### config.mk
export PLATFORM = sky130hd
export DESIGN_NAME = bpu_fifo
export DESIGN_NICKNAME = d
export VERILOG_FILES = /design/src/sv/bpu_fifo.sv
export SDC_FILE = /design/constraint.sdc
export NUM_CORES = 1
export LEC_CHECK = 0
export ABC_AREA = 1
export BUFFER_PORTS_ARGS = -buffer_cell sky130_fd_sc_hd__clkbuf_2
export CAP_MARGIN = 20
export CORE_MARGIN = 2
export CORE_UTILIZATION = 30
export DETAILED_ROUTE_END_ITERATION = 10
export PLACE_DENSITY = 0.46
export SYNTH_ARGS = -nofsm -noshare
export SYNTH_HDL_FRONTEND = slang
export SYNTH_SLANG_ARGS = --single-unit
### constraint.sdc
create_clock -name clk_i -period 2.6 [get_ports clk_i]
set_clock_uncertainty 0.15 [all_clocks]
set_input_delay 0.26 -clock clk_i [delete_from_list [all_inputs] [get_ports clk_i]]
set_output_delay 0.26 -clock clk_i [all_outputs]
set_load 0.02 [all_outputs]
### src/sv/bpu_fifo.sv
// ----------------------------------------------------------------------------
// BMP pixel unpack job queue
// Small first-in first-out buffer between the front and the back end.
// ----------------------------------------------------------------------------
module bpu_fifo #(
  parameter int WIDTH = 8,
  parameter int DEPTH = 4
) (
  input  logic             clk_i,
  input  logic             rst_ni,
  input  logic             push_valid_i,
  output logic             push_ready_o,
  input  logic [WIDTH-1:0] push_data_i,
  output logic             pop_valid_o,
  input  logic             pop_ready_i,
  output logic [WIDTH-1:0] pop_data_o
);

  localparam int PTR_W = (DEPTH > 1) ? $clog2(DEPTH) : 1;
  localparam int CNT_W = $clog2(DEPTH + 1);

  logic [WIDTH-1:0] entry_q [DEPTH];
  logic [PTR_W-1:0] wr_ptr_q, wr_ptr_d;
  logic [PTR_W-1:0] rd_ptr_q, rd_ptr_d;
  logic [CNT_W-1:0] count_q, count_d;
  logic             push, pop;

  assign push_ready_o = (count_q != CNT_W'(DEPTH));
  assign pop_valid_o  = (count_q != '0);
  assign pop_data_o   = entry_q[rd_ptr_q];
  assign push         = push_valid_i & push_ready_o;
  assign pop          = pop_valid_o & pop_ready_i;

  always_comb begin
    wr_ptr_d = wr_ptr_q;
    rd_ptr_d = rd_ptr_q;
    count_d  = count_q;
    if (push) begin
      wr_ptr_d = (wr_ptr_q == PTR_W'(DEPTH - 1)) ? '0 : wr_ptr_q + PTR_W'(1);
    end
    if (pop) begin
      rd_ptr_d = (rd_ptr_q == PTR_W'(DEPTH - 1)) ? '0 : rd_ptr_q + PTR_W'(1);
    end
    if (push && !pop) begin
      count_d = count_q + CNT_W'(1);
    end else if (pop && !push) begin
      count_d = count_q - CNT_W'(1);
    end
  end

  always_ff @(posedge clk_i or negedge rst_ni) begin
    if (!rst_ni) begin
      wr_ptr_q <= '0;
      rd_ptr_q <= '0;
      count_q  <= '0;
    end else begin
      wr_ptr_q <= wr_ptr_d;
      rd_ptr_q <= rd_ptr_d;
      count_q  <= count_d;
    end
  end

  always_ff @(posedge clk_i) begin
    if (push) begin
      entry_q[wr_ptr_q] <= push_data_i;
    end
  end

endmodule

== After elaboration in Yosys (flattened, before gate mapping) ==
Memory sizes are Yosys's and may differ from the RTL's.
Index checks and enable logic that the tools add are counted.

* Output and inout port bits: 10
* RAM bits: 32
* Bits in read-only memories: 0
* Memories kept: 1
* Flip-flop bits (word level): 7
* Word-level logic and storage cells: 25
* Bits in latches: 0
* Input bits: 12

{| class="wikitable"
|+ Memory list
! name !! words !! width !! read ports !! clocked after memory_dff !! write ports !! RTL line !! RTL
|-
| entry_q || 4 || 8 || 1 || 0 || 1 || 22 || <nowiki>logic [WIDTH-1:0] entry_q [DEPTH];</nowiki>
|}

* $mul: 0
* Add/subtract/negate cells: 4
* Eq/ne operators: 3
* Multiplexer cells: 6
* Order comparisons: 0
* Shift operators: 0
* Reductions and logical operators: 6
* Divide/modulo/power cells: 0
* Bitwise operators: 2

{| class="wikitable"
|+ Operators with widths
! cell !! count
|-
| $mux W3 || 2
|-
| $add A2 B1 Y2 const B || 2
|-
| $eq A2 B2 Y1 const B || 2
|-
| $mux W2 || 2
|-
| $add A3 B1 Y3 const B || 1
|-
| $ne A3 B3 Y1 const B || 1
|-
| $reduce_bool A3 Y1 || 1
|-
| $sub A3 B1 Y3 const B || 1
|-
| $and A1 B1 Y1 || 2
|-
| $logic_and A1 B1 Y1 || 2
|-
| $logic_not A1 Y1 || 2
|-
| $mux W1 || 2
|-
| $reduce_bool A2 Y1 || 1
|}

== Longest topological paths before layout ==
* Depth in word-level cells: 6
* Depth in mapped cells: 12
* Depth with buffers taken out: 12

== Worst setup path after synthesis ==
No wires, ideal clock.

* Kind: reg-to-reg
* From: register count_q[1]
* To: register count_q[2]
* Arrival time: 1710 ps
* Library setup time: 117 ps
* Setup slack: 623 ps
* Cell stages (with the launch flop): 11
* Clock period less this slack: 1977 ps
* Buffers on the path: 0
* Required time: 2333 ps
* Path through: dfrtp_1 > inv_1 > nand3_1 > nand2_2 > ha_1 > inv_1 > fa_1 > nand2_1 > nand3_1 > nand2_1 > nand2_1

* Word-level cells in the longest chain between the ends: 5
* Elaborated cells on any way between the ends: 13
* Those cells by class: add/sub: 2; eq/ne: 1; mux: 2; bitwise: 2; reduce/logical: 6

{| class="wikitable"
|+ Ends and longest elaborated chain
! element !! RTL line !! RTL
|-
| start, declared || 25 || <nowiki>logic [CNT_W-1:0] count_q, count_d;</nowiki>
|-
| start signal, assigned || 59 || <nowiki>count_q <= count_d;</nowiki>
|-
| $reduce_bool A3 Y1 (*) || 29 || <nowiki>assign pop_valid_o = (count_q != '0);</nowiki>
|-
| via pop_valid_o || 14 || <nowiki>output logic pop_valid_o,</nowiki>
|-
| $and A1 B1 Y1 (*) || 32 || <nowiki>assign pop = pop_valid_o & pop_ready_i;</nowiki>
|-
| $logic_not A1 Y1 || 44 || <nowiki>if (push && !pop) begin</nowiki>
|-
| $logic_and A1 B1 Y1 || 44 ||
|-
| $mux W3 or $reduce_bool A2 Y1 (tied branches) || - ||
|}

The timed path passes the listed nets; every way through them passes the cells marked *. The select of a mux whose other input is x is not followed.
A chain may end at the register's enable or synchronous reset.

== Final worst setup path ==
* From: register rd_ptr_q[1]
* To: output pop_data_o[1]

* Word-level cells in the longest chain between the ends: 1

{| class="wikitable"
|+ Ends and longest elaborated chain
! element !! RTL line !! RTL
|-
| start, declared || 24 || <nowiki>logic [PTR_W-1:0] rd_ptr_q, rd_ptr_d;</nowiki>
|-
| start signal, assigned || 58 || <nowiki>rd_ptr_q <= rd_ptr_d;</nowiki>
|-
| $mem_v2 Z4 W8 || - ||
|-
| end, declared || 16 || <nowiki>output logic [WIDTH-1:0] pop_data_o</nowiki>
|}

Every way passes these cells.

==> metrics.txt <==
fin area roughly 0.002 sq mm; CTS tree yes; Register-to-Register Setup Slack 0.64 ns; worst hold path class in2reg; Congestion Overflow GR 0; Peak VDD IR between 0.0003 and 0.0004 V; CP max stage cell dfrtp_1; FF-to-FF End count_q[2]$_DFFE_PN0P_; Die ar. between 0.006 and 0.007 sq mm; Root Buffer clkbuf_8; EDFF count, synth 32; filler cell count 565; Mapped Cells 152; Worst slew margin between 60% and 70%; CP Launch Type register; sequential fraction of the synthesis area 64.8%; Synth top area share about 55%; CTS Buffer Depth 2; crit share post-route roughly 78%; Post-CTS Setup Repair Bufs 0; Worst Path Max Fanout 11; drt drc 0; Layout area overhead 17.0%; Synth cell types 16; sw frac 38.3%; top sig layer met4; DP HPWL a little over 2000 um; TNS Setup 0 ns; Post-Syn Nets about 170; Routed wire per std cell between 10 and 15 um; Least-Margin Pin Slew 0.460 ns; top-count cell post-synth nand2_1; placed cells 245; quantity of I/O buffers inserted on ports 21; status finished, final reports clean; Synth Register Bits 39; sequential cell area 0.00114 sq mm; origin of the critical flop-to-flop path count_q[1]$_DFFE_PN0P_; critical path cell sequence inv_1, o211ai_1, nand2_1, clkbuf_2; delay of the slowest cell on the worst path between 0.6 and 0.7 ns; hold path endpoint entry_q[0][4]$_DFFE_PP_; Int Power 1.44 mW; CTS clk-pin slew, worst paths approximately 0.080 ns; # rows 27; Cell Area, Synth 0.00175 sq mm; Switch Pwr 0.892 mW; GPL Wtd Cong 0.803; crit end category output pin; Yosys Warn Count 0; prevailing post-synth register cell edfxtp_1; sequential power share approximately two fifths; cell family with most CP delay flip-flops; # diodes 0; DRT met1 WL roughly 1400 um; Core ar. around 0.0056 sq mm; Clock power frac 21.4%; Comb power frac 38.2%; min-delay src push_data_i[4]; Synth area leaders edfxtp_1, dfrtp_1, nand2_1, o211ai_1, inv_1; fin crit period between 2 and 2.5 ns; Final Hold Viols 0; clock buffer count from CTS 5; Vias/cell 4.20; pwr/cell area approximately 1100 mW/mm^2; initial antenna violation count 0; cell depth of the worst hold path 1; data required time at the worst endpoint ~2.2 ns; syn_area_per_cell around 12 sq um; setup violators final 0; largest net degree at the start of global routing 33; post-layout util roughly 37%; Placed Instance Area ~0.0019 sq mm; cts repair resizes 0; CP Class reg2out; I/O pin cnt 22; Final ANT Viol Nets 0; GR Util All Layers around 11%; number of max-cap violations 0; f_max 490 MHz; post-synth top area cell edfxtp_1; via count roughly 1100; Die Wd about 80 um; synth cell count leaders nand2_1, edfxtp_1, inv_1; H-Tree Depth 2; clk_lat worst skew 0.29 ns; 1st-pass router iterations 4; Final Max Tran Viols 0; metal2 WL 1490 um; initial core utilization a little under a third; WL final between 3000 and 4000 um; total clock sinks 39; Buf/Inv on CP 2; Nets 200; area of the multi-input gates 449 sq um; critical path arrival about 1.6 ns; Async SR Flop Fraction about 18%; number of global-route vias before repair 1062; Die H 80.5 um; met3 wire len approximately 150 um; DR iter-0 viols 64; Leak 0.901 nW; final std cells w/o fill between 200 and 300; unrepaired setup endpoints after global routing false; first-pass GRT wire length about 5100 um; r2r worst-path depth 10; share of cells above drive strength 1 a little over a fifth; overall power about 2.3 mW
flip-flops by register name (all words and copies together) (netlist names):
name	flops
wr_ptr_q	2
count_q	3
rd_ptr_q	2
entry_q	32
cells by family after synthesis:
family	synth area share (%)
compound gates	7.13
xor+xnor	0.499
fa+ha+maj	5.42
buf+inv	9.63
flops	64.8
simple gates	12.6
timing repair:
item,in CTS,in global routing
hold buffers,1,0
setup endpoints to repair,0,0
endpoints found under the hold margin,7,0
per-layer routing:
layer  vias up  track usage [%]
met5         -                0
met4         0             4.07
met3         4             4.04
met2        15             18.3
met1       491             12.6
li1        557                -
power groups by stage:
| stage | Combinational (mW) | Sequential, mW | Clock, mW |
|---|---|---|---|
| 6_report | 0.890 | 0.938 | 0.499 |
| 5_1_grt | 1.02 | 0.964 | 0.535 |
| 4_1_cts | 0.909 | 0.942 | 0.511 |
| 3_5_place_dp | 0.906 | 0.956 | 0 |
| 3_3_place_gp | 0.888 | 0.952 | 0 |
| 2_1_floorplan | 0.720 | 0.912 | 0 |
cells in the final DEF (no fill, tap or decap), drive strengths merged:
| cell type | netlist | layout |
|---|---|---|
| dfrtp | 7 | 7 |
| o211ai | 16 | 16 |
| buf | 5 | 5 |
| ha | 6 | 6 |
| xnor2 | 1 | 1 |
| edfxtp | 32 | 32 |
| nand3 | 7 | 7 |
| nor2 | 6 | 6 |
| clkbuf | 0 | 26 |
| nand4 | 1 | 1 |
| inv | 30 | 30 |
| bufinv | 0 | 1 |
| fa | 1 | 1 |
| o21ai | 1 | 1 |
| nand2 | 39 | 39 |
| clkinv | 0 | 2 |
| dlygate4sd3 | 0 | 1 |
stage by stage:
step / hold WS (ns) / setup WS [ns]
floorplan: -0.186 / 0.623
global placement: -0.0420 / 0.704
detailed placement: -0.0377 / 0.650
CTS: 0.0278 / 0.497
global route: 0.0200 / 0.380
finish: 0.0322 / 0.560
worst reg2reg max path, cell delays in order, from the launching register on:
cell and delay (ns):
dfrtp_1 0.40, inv_1 0.10, nand3_1 0.19, nand2_2 0.13, ha_1 0.17, inv_1 0.07
fa_1 0.38, nand2_1 0.11, nand3_1 0.07, nand2_1 0.06, nand2_1 0.04
layout make-up:
cell class / count / area share (%)
clock buffer: 5 / 3.35
clock inverter: 3 / 2.13
sequential: 39 / 55.3
multi-input combinational: 78 / 21.9
inverter: 30 / 5.48
timing repair buffer: 27 / 7.43
tap: 72 / 4.39
worst max path at each step:
| stage | startpoint | to | slack [ns] | cells past startpoint |
|---|---|---|---|---|
| 6_report | rd_ptr_q[1]$_DFFE_PN0P_ | pop_data_o[1] | 0.56 | 4 |
| 4_1_cts | rd_ptr_q[1]$_DFFE_PN0P_ | pop_data_o[6] | 0.50 | 4 |
| 3_3_place_gp | count_q[1]$_DFFE_PN0P_ | count_q[1]$_DFFE_PN0P_ | 0.70 | 9 |
| 5_1_grt | rd_ptr_q[1]$_DFFE_PN0P_ | pop_data_o[6] | 0.38 | 4 |
| 3_5_place_dp | count_q[1]$_DFFE_PN0P_ | count_q[1]$_DFFE_PN0P_ | 0.65 | 9 |
| 2_1_floorplan | count_q[1]$_DFFE_PN0P_ | count_q[2]$_DFFE_PN0P_ | 0.62 | 10 |
Note: power is estimated with default switching activity, not from simulation.
