[config.mk]
export PLATFORM = sky130hd
export DESIGN_NAME = bpu_front
export DESIGN_NICKNAME = d
export VERILOG_FILES = /design/src/sv/bpu_pkg.sv /design/src/sv/bpu_front.sv
export SDC_FILE = /design/constraint.sdc
export NUM_CORES = 1
export LEC_CHECK = 0
export ABC_AREA = 1
export BUFFER_PORTS_ARGS = -buffer_cell sky130_fd_sc_hd__buf_2
export CAP_MARGIN = 40
export CELL_PAD_IN_SITES_DETAIL_PLACEMENT = 0
export CELL_PAD_IN_SITES_GLOBAL_PLACEMENT = 2
export CORE_ASPECT_RATIO = 0.7
export CORE_MARGIN = 4
export CORE_UTILIZATION = 31
export CTS_CLUSTER_DIAMETER = 60
export DETAILED_ROUTE_END_ITERATION = 8
export GPL_ROUTABILITY_DRIVEN = 1
export MAX_ROUTING_LAYER = met4
export PLACE_DENSITY_LB_ADDON = 0.15
export SETUP_SLACK_MARGIN = 0.1
export SLEW_MARGIN = 10
export SYNTH_ARGS = -nofsm -noshare
export SYNTH_HDL_FRONTEND = slang
export SYNTH_SLANG_ARGS = --single-unit
export TNS_END_PERCENT = 1
[constraint.sdc]
create_clock -name clk_i -period 6.54 [get_ports clk_i]
set_input_delay 0.654 -clock clk_i [delete_from_list [all_inputs] [get_ports clk_i]]
set_output_delay 0.654 -clock clk_i [all_outputs]
set_load 0.01 [all_outputs]
[src/sv/bpu_pkg.sv]
// ----------------------------------------------------------------------------
// BMP pixel unpack package
// Shared codes, widths and the job record passed from the front to the back.
// ----------------------------------------------------------------------------
package bpu_pkg;

  localparam int COORD_W    = 15;
  localparam int CFG_IDX_W  = 3;
  localparam int CFG_DATA_W = 14;

  // Pixel format register codes.
  localparam logic [2:0] FMT_1BPP  = 3'd0;
  localparam logic [2:0] FMT_4BPP  = 3'd1;
  localparam logic [2:0] FMT_8BPP  = 3'd2;
  localparam logic [2:0] FMT_24BPP = 3'd3;
  localparam logic [2:0] FMT_32BPP = 3'd4;

  // Configuration register indexes.
  localparam logic [CFG_IDX_W-1:0] REG_PIXEL_FORMAT  = 3'd0;
  localparam logic [CFG_IDX_W-1:0] REG_IMAGE_WIDTH   = 3'd1;
  localparam logic [CFG_IDX_W-1:0] REG_IMAGE_HEIGHT  = 3'd2;
  localparam logic [CFG_IDX_W-1:0] REG_ROTATION      = 3'd3;
  localparam logic [CFG_IDX_W-1:0] REG_MIRROR_ENABLE = 3'd4;
  localparam logic [CFG_IDX_W-1:0] REG_ORIGIN_X      = 3'd5;
  localparam logic [CFG_IDX_W-1:0] REG_ORIGIN_Y      = 3'd6;

  // Rotation codes.
  localparam logic [1:0] ROT_0   = 2'd0;
  localparam logic [1:0] ROT_90  = 2'd1;
  localparam logic [1:0] ROT_180 = 2'd2;
  localparam logic [1:0] ROT_270 = 2'd3;

  typedef enum logic [1:0] {
    UNPACK_1BPP,
    UNPACK_4BPP,
    UNPACK_8BPP,
    UNPACK_DIRECT
  } unpack_e;

  // One unit of work for the back end: a palette write or a run of pixels
  // from one data byte. For a palette write, data is the palette index; for
  // indexed pixels it is the data byte.
  typedef struct packed {
    logic        is_pixel;
    unpack_e     mode;
    logic [3:0]  count;
    logic [7:0]  data;
    logic [23:0] color;
  } job_t;

endpackage

[src/sv/bpu_front.sv]
// ----------------------------------------------------------------------------
// BMP pixel unpack front end
// Accepts requests, tracks row, column and byte position in the padded
// pixel array, and turns each request into at most one job for the back end.
// ----------------------------------------------------------------------------
module bpu_front
  import bpu_pkg::*;
#(
  parameter int DIM_W = 13
) (
  input  logic             clk_i,
  input  logic             rst_ni,
  input  logic             clear_i,
  input  logic [2:0]       pixel_format_i,
  input  logic [DIM_W-1:0] width_i,
  input  logic [DIM_W-1:0] height_i,
  input  logic             in_valid_i,
  output logic             in_ready_o,
  input  logic             op_i,
  input  logic [7:0]       palette_index_i,
  input  logic [7:0]       palette_red_i,
  input  logic [7:0]       palette_green_i,
  input  logic [7:0]       palette_blue_i,
  input  logic [7:0]       data_byte_i,
  output logic             push_valid_o,
  input  logic             push_ready_i,
  output job_t             push_job_o,
  output logic [DIM_W-1:0] push_row_o,
  output logic [DIM_W-1:0] push_col_o
);

  localparam int BITS_W = DIM_W + 5;
  localparam int RB_W   = DIM_W + 2;

  unpack_e           mode;
  logic              is_32;
  logic [BITS_W-1:0] row_bits;
  logic [BITS_W:0]   row_bits_rnd;
  logic [RB_W-1:0]   row_bytes;
  logic [DIM_W-1:0]  remaining;
  logic [3:0]        per_byte;
  logic [3:0]        count;
  logic              col_in_row;
  logic              accept;
  logic              pixel_push;

  logic [DIM_W-1:0]  row_q, row_d;
  logic [DIM_W-1:0]  col_q, col_d;
  logic [RB_W-1:0]   bir_q, bir_d;
  logic [1:0]        bip_q, bip_d;
  logic [15:0]       part_q, part_d;
  logic [DIM_W-1:0]  row_inc;

  always_comb begin
    case (pixel_format_i)
      FMT_1BPP:  mode = UNPACK_1BPP;
      FMT_4BPP:  mode = UNPACK_4BPP;
      FMT_24BPP: mode = UNPACK_DIRECT;
      FMT_32BPP: mode = UNPACK_DIRECT;
      default:   mode = UNPACK_8BPP;
    endcase
  end

  assign is_32 = (pixel_format_i == FMT_32BPP);

  // Bits per row, rounded up to whole 32-bit words, gives the padded size.
  always_comb begin
    case (mode)
      UNPACK_1BPP: row_bits = BITS_W'(width_i);
      UNPACK_4BPP: row_bits = BITS_W'(width_i) << 2;
      UNPACK_8BPP: row_bits = BITS_W'(width_i) << 3;
      default: begin
        row_bits = is_32 ? (BITS_W'(width_i) << 5)
                         : ((BITS_W'(width_i) << 4) + (BITS_W'(width_i) << 3));
      end
    endcase
  end

  assign row_bits_rnd = (BITS_W + 1)'(row_bits) + (BITS_W + 1)'(31);
  assign row_bytes    = RB_W'(row_bits_rnd >> 5) << 2;

  always_comb begin
    case (mode)
      UNPACK_1BPP: per_byte = 4'd8;
      UNPACK_4BPP: per_byte = 4'd2;
      default:     per_byte = 4'd1;
    endcase
  end

  assign col_in_row = (col_q < width_i);
  assign remaining  = width_i - col_q;
  assign count      = (remaining < DIM_W'(per_byte)) ? 4'(remaining) : per_byte;
  assign row_inc    = row_q + DIM_W'(1);

  assign in_ready_o = push_ready_i;
  assign accept     = in_valid_i & in_ready_o;

  always_comb begin
    row_d      = row_q;
    col_d      = col_q;
    bir_d      = bir_q;
    bip_d      = bip_q;
    part_d     = part_q;
    pixel_push = 1'b0;
    if (op_i) begin
      if (col_in_row) begin
        if (mode == UNPACK_DIRECT) begin
          case (bip_q)
            2'd0: begin
              part_d = {8'h00, data_byte_i};
              bip_d  = 2'd1;
            end
            2'd1: begin
              part_d = {data_byte_i, part_q[7:0]};
              bip_d  = 2'd2;
            end
            2'd2: begin
              pixel_push = 1'b1;
              if (is_32) begin
                bip_d = 2'd3;
              end else begin
                bip_d = 2'd0;
                col_d = col_q + DIM_W'(1);
              end
            end
            default: begin
              // Alpha byte of a 32-bit pixel.
              bip_d = 2'd0;
              col_d = col_q + DIM_W'(1);
            end
          endcase
        end else begin
          pixel_push = 1'b1;
          col_d      = col_q + DIM_W'(count);
        end
      end
      bir_d = bir_q + RB_W'(1);
      if (bir_d >= row_bytes) begin
        bir_d  = '0;
        col_d  = '0;
        bip_d  = 2'd0;
        part_d = '0;
        row_d  = (row_inc >= height_i) ? '0 : row_inc;
      end
    end
  end

  assign push_valid_o = in_valid_i & (~op_i | pixel_push);

  always_comb begin
    push_job_o.is_pixel = op_i;
    push_job_o.mode     = mode;
    push_job_o.count    = (mode == UNPACK_DIRECT) ? 4'd1 : count;
    push_job_o.data     = op_i ? data_byte_i : palette_index_i;
    push_job_o.color    = op_i ? {data_byte_i, part_q}
                               : {palette_red_i, palette_green_i, palette_blue_i};
  end

  assign push_row_o = row_q;
  assign push_col_o = col_q;

  always_ff @(posedge clk_i or negedge rst_ni) begin
    if (!rst_ni) begin
      row_q  <= '0;
      col_q  <= '0;
      bir_q  <= '0;
      bip_q  <= 2'd0;
      part_q <= '0;
    end else if (clear_i) begin
      row_q  <= '0;
      col_q  <= '0;
      bir_q  <= '0;
      bip_q  <= 2'd0;
      part_q <= '0;
    end else if (accept) begin
      row_q  <= row_d;
      col_q  <= col_d;
      bir_q  <= bir_d;
      bip_q  <= bip_d;
      part_q <= part_d;
    end
  end

endmodule

Yosys cells after proc, flatten, opt, wreduce, memory -nomap -nowiden
Cells that the tools add are included.

operators by class
  order comparisons = 4
  bitwise logic cells = 4
  mux-type cells = 44
  shifts and indexed selects = 0
  divide/modulo/power cells = 0
  eq/ne operators = 11
  multiply operators = 0
  add/sub/neg operators = 7
  reductions and logical operators = 18

operators with widths
  operator                 number
  $mux W13                 12
  $mux W16                 6
  $mux W15                 4
  $pmux W18 S3             1
  $pmux W16 S2             1
  $add A13 B1 Y13 const B  2
  $pmux W13 S2             1
  $mux W24                 1
  $add A17 B16 Y18         1
  $add A18 B5 Y18 const B  1
  $mux W18                 1
  $add A15 B1 Y15 const B  1
  $ge A15 B15 Y1           1
  $mux W2                  7
  $add A13 B4 Y13          1
  $ge A13 B13 Y1           1
  $lt A13 B13 Y1           1
  $lt A13 B4 Y1            1
  $sub A13 B13 Y13         1
  $pmux W2 S3              2
  $reduce_and A5 Y1        2
  $reduce_bool A3 Y1       3
  $mux W4                  2
  $mux W8                  1
  22 further kinds         33

storage, ports and cells
  bits in registers = 59
  output and inout bits = 67
  memory bits (read-only) = 0
  input port bits = 75
  memories = 0
  word-level logic and storage cells = 94
  latch bits = 0
  memory bits (writable) = 0

Longest topological paths before layout
  depth after elaboration = 14
  gate-level depth with buffers = 31
  gate-level depth less buffers = 31

Worst setup path after synthesis
Ideal clock, no wire load.

  path type = input to register
  start point = in width_i[2]
  end point = reg col_q[12] (netlist: push_col_o[12])
  setup time = 0.083 ns
  stages on the path = 25
  path slack = 2.553 ns
  path buffers = 0
  arrival = 3.905 ns
  data required time = 6.457 ns
  cell sequence = ha_1 -> nand2_1 -> nand3_1 -> xor2_1 -> ha_1 -> inv_1 -> o211ai_1 -> a21oi_1 -> nand3_1 -> or2_2 -> nand2_1 -> ha_1 -> fa_1 -> nand3_1 -> nand3_1 -> nand2_1 -> nor2_1 -> nand2_1 -> nor2_1 -> nand2_1 -> nand2_1 -> nand2_1 -> nor3_1 -> nand2_1 -> o21ai_0

on the way
  word-level cells in the longest chain between the ends = 10
  elaborated cells between the ends (all ways) = 20
  those cells by class = add/sub: 4; order compare: 3; eq/ne: 2; mux: 9; reduce/logical: 2

ends and longest elaborated chain
  what                                                                       line              source
  from (decl)                                                                bpu_front.sv:15   input logic [DIM_W-1:0] width_i,
  parallel branches: the longest is 10 deep, another holds $add A17 B16 Y18  -
  to (signal assigned)                                                       bpu_front.sv:177  col_q <= col_d;
  to (decl)                                                                  bpu_front.sv:48   logic [DIM_W-1:0] col_q, col_d;

Several ways; the timed one is not identified. The select of a mux whose other input is x is not followed.
A chain may end at the register's enable or synchronous reset.

Final worst setup path
  start point = in width_i[1]
  end point = reg row_q[11] (netlist: push_row_o[11])

on the way
  word-level cells in the longest chain between the ends = 7

ends and longest elaborated chain
  what                            line              source
  $add A17 B16 Y18                bpu_front.sv:74   : ((BITS_W'(width_i) << 4) + (BITS_W'(width_i) << 3));
  $mux W18                        bpu_front.sv:73   row_bits = is_32 ? (BITS_W'(width_i) << 5)
  $pmux W18 S3 *                  bpu_front.sv:68   case (mode)
  $add A18 B5 Y18 *               bpu_front.sv:79   assign row_bits_rnd = (BITS_W + 1)'(row_bits) + (BITS_W + 1)'(31);
  $ge A15 B15 Y1 *                bpu_front.sv:138  if (bir_d >= row_bytes) begin
  $reduce_bool A2 Y1 (no line) *  -
  $reduce_and A3 Y1 (no line) *   -
  to (signal assigned)            bpu_front.sv:176  row_q <= row_d;
  to (decl)                       bpu_front.sv:47   logic [DIM_W-1:0] row_q, row_d;

Mark *: on every way between the ends. The rest lies on a longest branch, timed or not.

==> impl_results.md <==
- Wire length of the first global-routing pass: ~36000 um
- Cell chosen for the clock root: clkbuf_16
- Launch instance of the worst min-delay path: part_q[6]
- Placed Cells: 1522
- Outcome: complete, no violations
- Core area: 21000 sq um
- Synth Flop Type: dfrtp_1
- Startpoint type of the worst setup path: input port
- Remaining Overflow, GRT: 0
- Non-filler instance count after layout: about 1500
- # port buffers: ~140
- Count of TritonRoute iterations in the first routing pass: 5
- R2r setup slk: 2050 ps
- Register area share after synthesis: a little over a fifth
- Hold violation total from the final report: 0
- Share of the clock period used by the worst path: about three quarters
- Worst setup skew after layout: about 13 ps
- Unrepaired setup endpoints after global routing: false
- Crit path max fanout: 27
- Antenna-violating nets left: 0
- Number of inserted filler cells in the final layout: ~2400
- Initial Utilization: 32.0%
- Min Tclk post-route: approximately 4800 ps
- Data arrival time of the critical path: just over 5000 ps
- Die Area: around 24000 sq um
- Number of violations reported at the end of detailed-routing iteration 0: approximately 500
- Achievable clock frequency: 206 MHz
- Die outline width: 184 um
- Via count of the first global-routing pass: between 6000 and 7000
- Worst setup path startpoint: width_i[1]
- Number of sinks driven by the clock tree: 59
- Beginning of the worst register-to-register path: push_col_o[1]
- Source-to-sink clock delay at the later pin of the worst-skew pair: around 320 ps
- Mean number of vias per cell: between 4 and 5
- Wire per inst: 14.5 um
- Final Slew Violations: 0
- Height of the die: between 100 and 150 um
- Number of distinct library cells after synthesis: 44
- Required time of the worst setup path: between 6000 and 7000 ps
- Count of antenna diodes in the layout: 0
- Pwr/cell area: ~190 nW/um^2
- Setup Crit Path Kind: input port to flop
- Syn Std Cell Area: between 6000 and 7000 sq um
- Final setup vio count: 0
- Max transition margin: around 44%
- Most frequent cell after synthesis: nand2_1
- Share of flip-flops with an asynchronous set or reset: between 90% and 100%
- Resized cells post-CTS: 0
- Area leader, netlist: nand2_1
- Overall routed net length: 22200 um
- Layout cell share with drive strength beyond 1: approximately 15%
- H-tree levels: 3
- Total CTS buffers: 9
- Number of core rows: 44
- CTS tree: yes
- Post-route DRC violation count: 0
- Number of antenna violations at the first check in global routing: 0
- Maximum number of pins on one net before global-route repair: 60
- Top post-synthesis cells by area: nand2_1, dfrtp_1, ha_1, inv_1, nand3_1
- Max-cap violations: 0
- Synth Register Bits: between 50 and 60
- Post-Synthesis Mean Instance Area: 6.00 sq um
- Post-synthesis to final-layout area growth: 18.9%
- Fin Hold WS: approximately 480 ps
- Cts hold-fix bufs: 0
- Number of top-level pins: 142
- Most numerous cell types in the synthesized netlist: nand2_1, inv_1, nand3_1
- Endpoint class of the critical path: flop
- Final weighted congestion of routability-driven global placement: between 0.8 and 0.9
- Slowest library cell on the worst path: nor3_2
- Endpoint of the most critical register-to-register path: push_col_o[12]
- Area share of the largest cell type after synthesis: between 20% and 30%
- Count of cells along the worst hold path: 2
- Cell with the most instances on the worst path: nand2_1
- Number of nets in the layout: approximately 1400
- Net count after synthesis: about 1300
- Yosys warnings: 0
- Setup total negative slack: 0 ps
- Total global-route track usage: 18.4%
- Total setup buffers inserted after CTS: 0
- Clock-pin transition on the worst setup and hold timing paths: 50 ps
- Instance count of the mapped netlist: around 1100
- Pin slew with the least headroom to its limit: approximately 830 ps
- VDD IR-drop max: 0.000110 V
- Total via count after detailed routing: around 7300
- Post-synth EDFFs: 0
- Clock Path Buffers: 2
- Leakage power figure: 4.72 nW
- Worst Reg2Reg Path Length in Cells: 26
- Critical Path End: push_row_o[11]
- Half-perimeter wire length after detailed placement: 18100 um
- Class of the tightest hold or removal check: flop to flop
- Peak per-stage delay on the critical path: 660 ps
[per-layer routing]
metal,vias up,global-route usage [%],part of all wire [%]
met3,6,2.87,4.5
met1,3300,29.1,54
met5,-,-,0
met4,0,1.85,0.36
li1,3839,-,-
met2,169,25.4,41
[cell type report]
cell class | instances | area [sq um] | share of cell area, %
Inverter | 167 | 628 | 7.85
Clock inverter | 2 | 35.0 | 0.438
Timing Repair Buffer | 143 | 721 | 9.01
Clock buffer | 12 | 267 | 3.33
Multi-Input combinational cell | 877 | 4530 | 56.6
Tap cell | 276 | 345 | 4.32
Sequential cell | 59 | 1480 | 18.5
[worst min-delay path by stage]
stage	endpoint
after floorplan	bip_q[0]
after global placement	part_q[5]
after detailed placement	part_q[4]
after CTS	part_q[4]
after global routing	part_q[4]
final	part_q[6]
[where the power goes]
part           leakage, nW  switching, mW  internal [mW]  total [mW]
registers            0.808         0.0373          0.404       0.442
clock network        0.151          0.159          0.321       0.480
logic                 3.76          0.362          0.198       0.561
total                 4.72          0.559          0.923        1.48
[cells by family (layout without fill, tap and decap cells)]
| logic type | Yosys count | after routing | synth area share (%) |
|---|---|---|---|
| XOR/XNOR | 31 | 31 | 4.03 |
| AO/OA/AOI/OAI | 109 | 109 | 9.09 |
| flip-flops | 59 | 59 | 21.9 |
| buffers and inverters | 186 | 324 | 10.8 |
| AND/OR/NAND/NOR | 674 | 674 | 42.1 |
| adder cells (fa/ha/maj) | 63 | 63 | 12.0 |
[stage by stage]
stage	util, %	cell area, sq um	setup slack [ps]	power, mW
floorplan	-	6730	2550	0.818
global route	38.0	8000	1070	1.60
global placement	36.6	7700	1370	1.02
finish	38.0	8000	1700	1.48
detailed placement	36.6	7700	1340	1.01
CTS	38.0	8000	1660	1.50
[sequential cells by signal, indices dropped and copies added, names as in the netlist]
register    cells
part_q         16
push_row_o     13
bip_q           2
bir_q          15
push_col_o     13
[layout by cell type (no fill, tap or decap), types with 4 or more instances in the layout]
| cell type | n |
|---|---|
| o22ai_1 | 13 |
| nor2_1 | 94 |
| nor2_2 | 5 |
| o21ai_1 | 6 |
| nand3_1 | 96 |
| o21ai_0 | 31 |
| nand2_2 | 6 |
| nand2_1 | 419 |
| ha_1 | 60 |
| clkbuf_16 | 9 |
| dfrtp_1 | 59 |
| buf_2 | 141 |
| nand3_2 | 4 |
| xnor2_1 | 6 |
| xor2_1 | 25 |
| inv_1 | 160 |
| nand4_1 | 20 |
| inv_2 | 5 |
| a21oi_1 | 43 |
| nor3_1 | 15 |
[critical path, delay by kind of cell]
family | cells | cell delay, ps
AOI/OAI and AO/OA | 2 | 320
adders and majority gates | 3 | 930
buffers and inverters | 5 | 720
and+or+nand+nor | 16 | 2490
(Power assumes the default switching activity.)
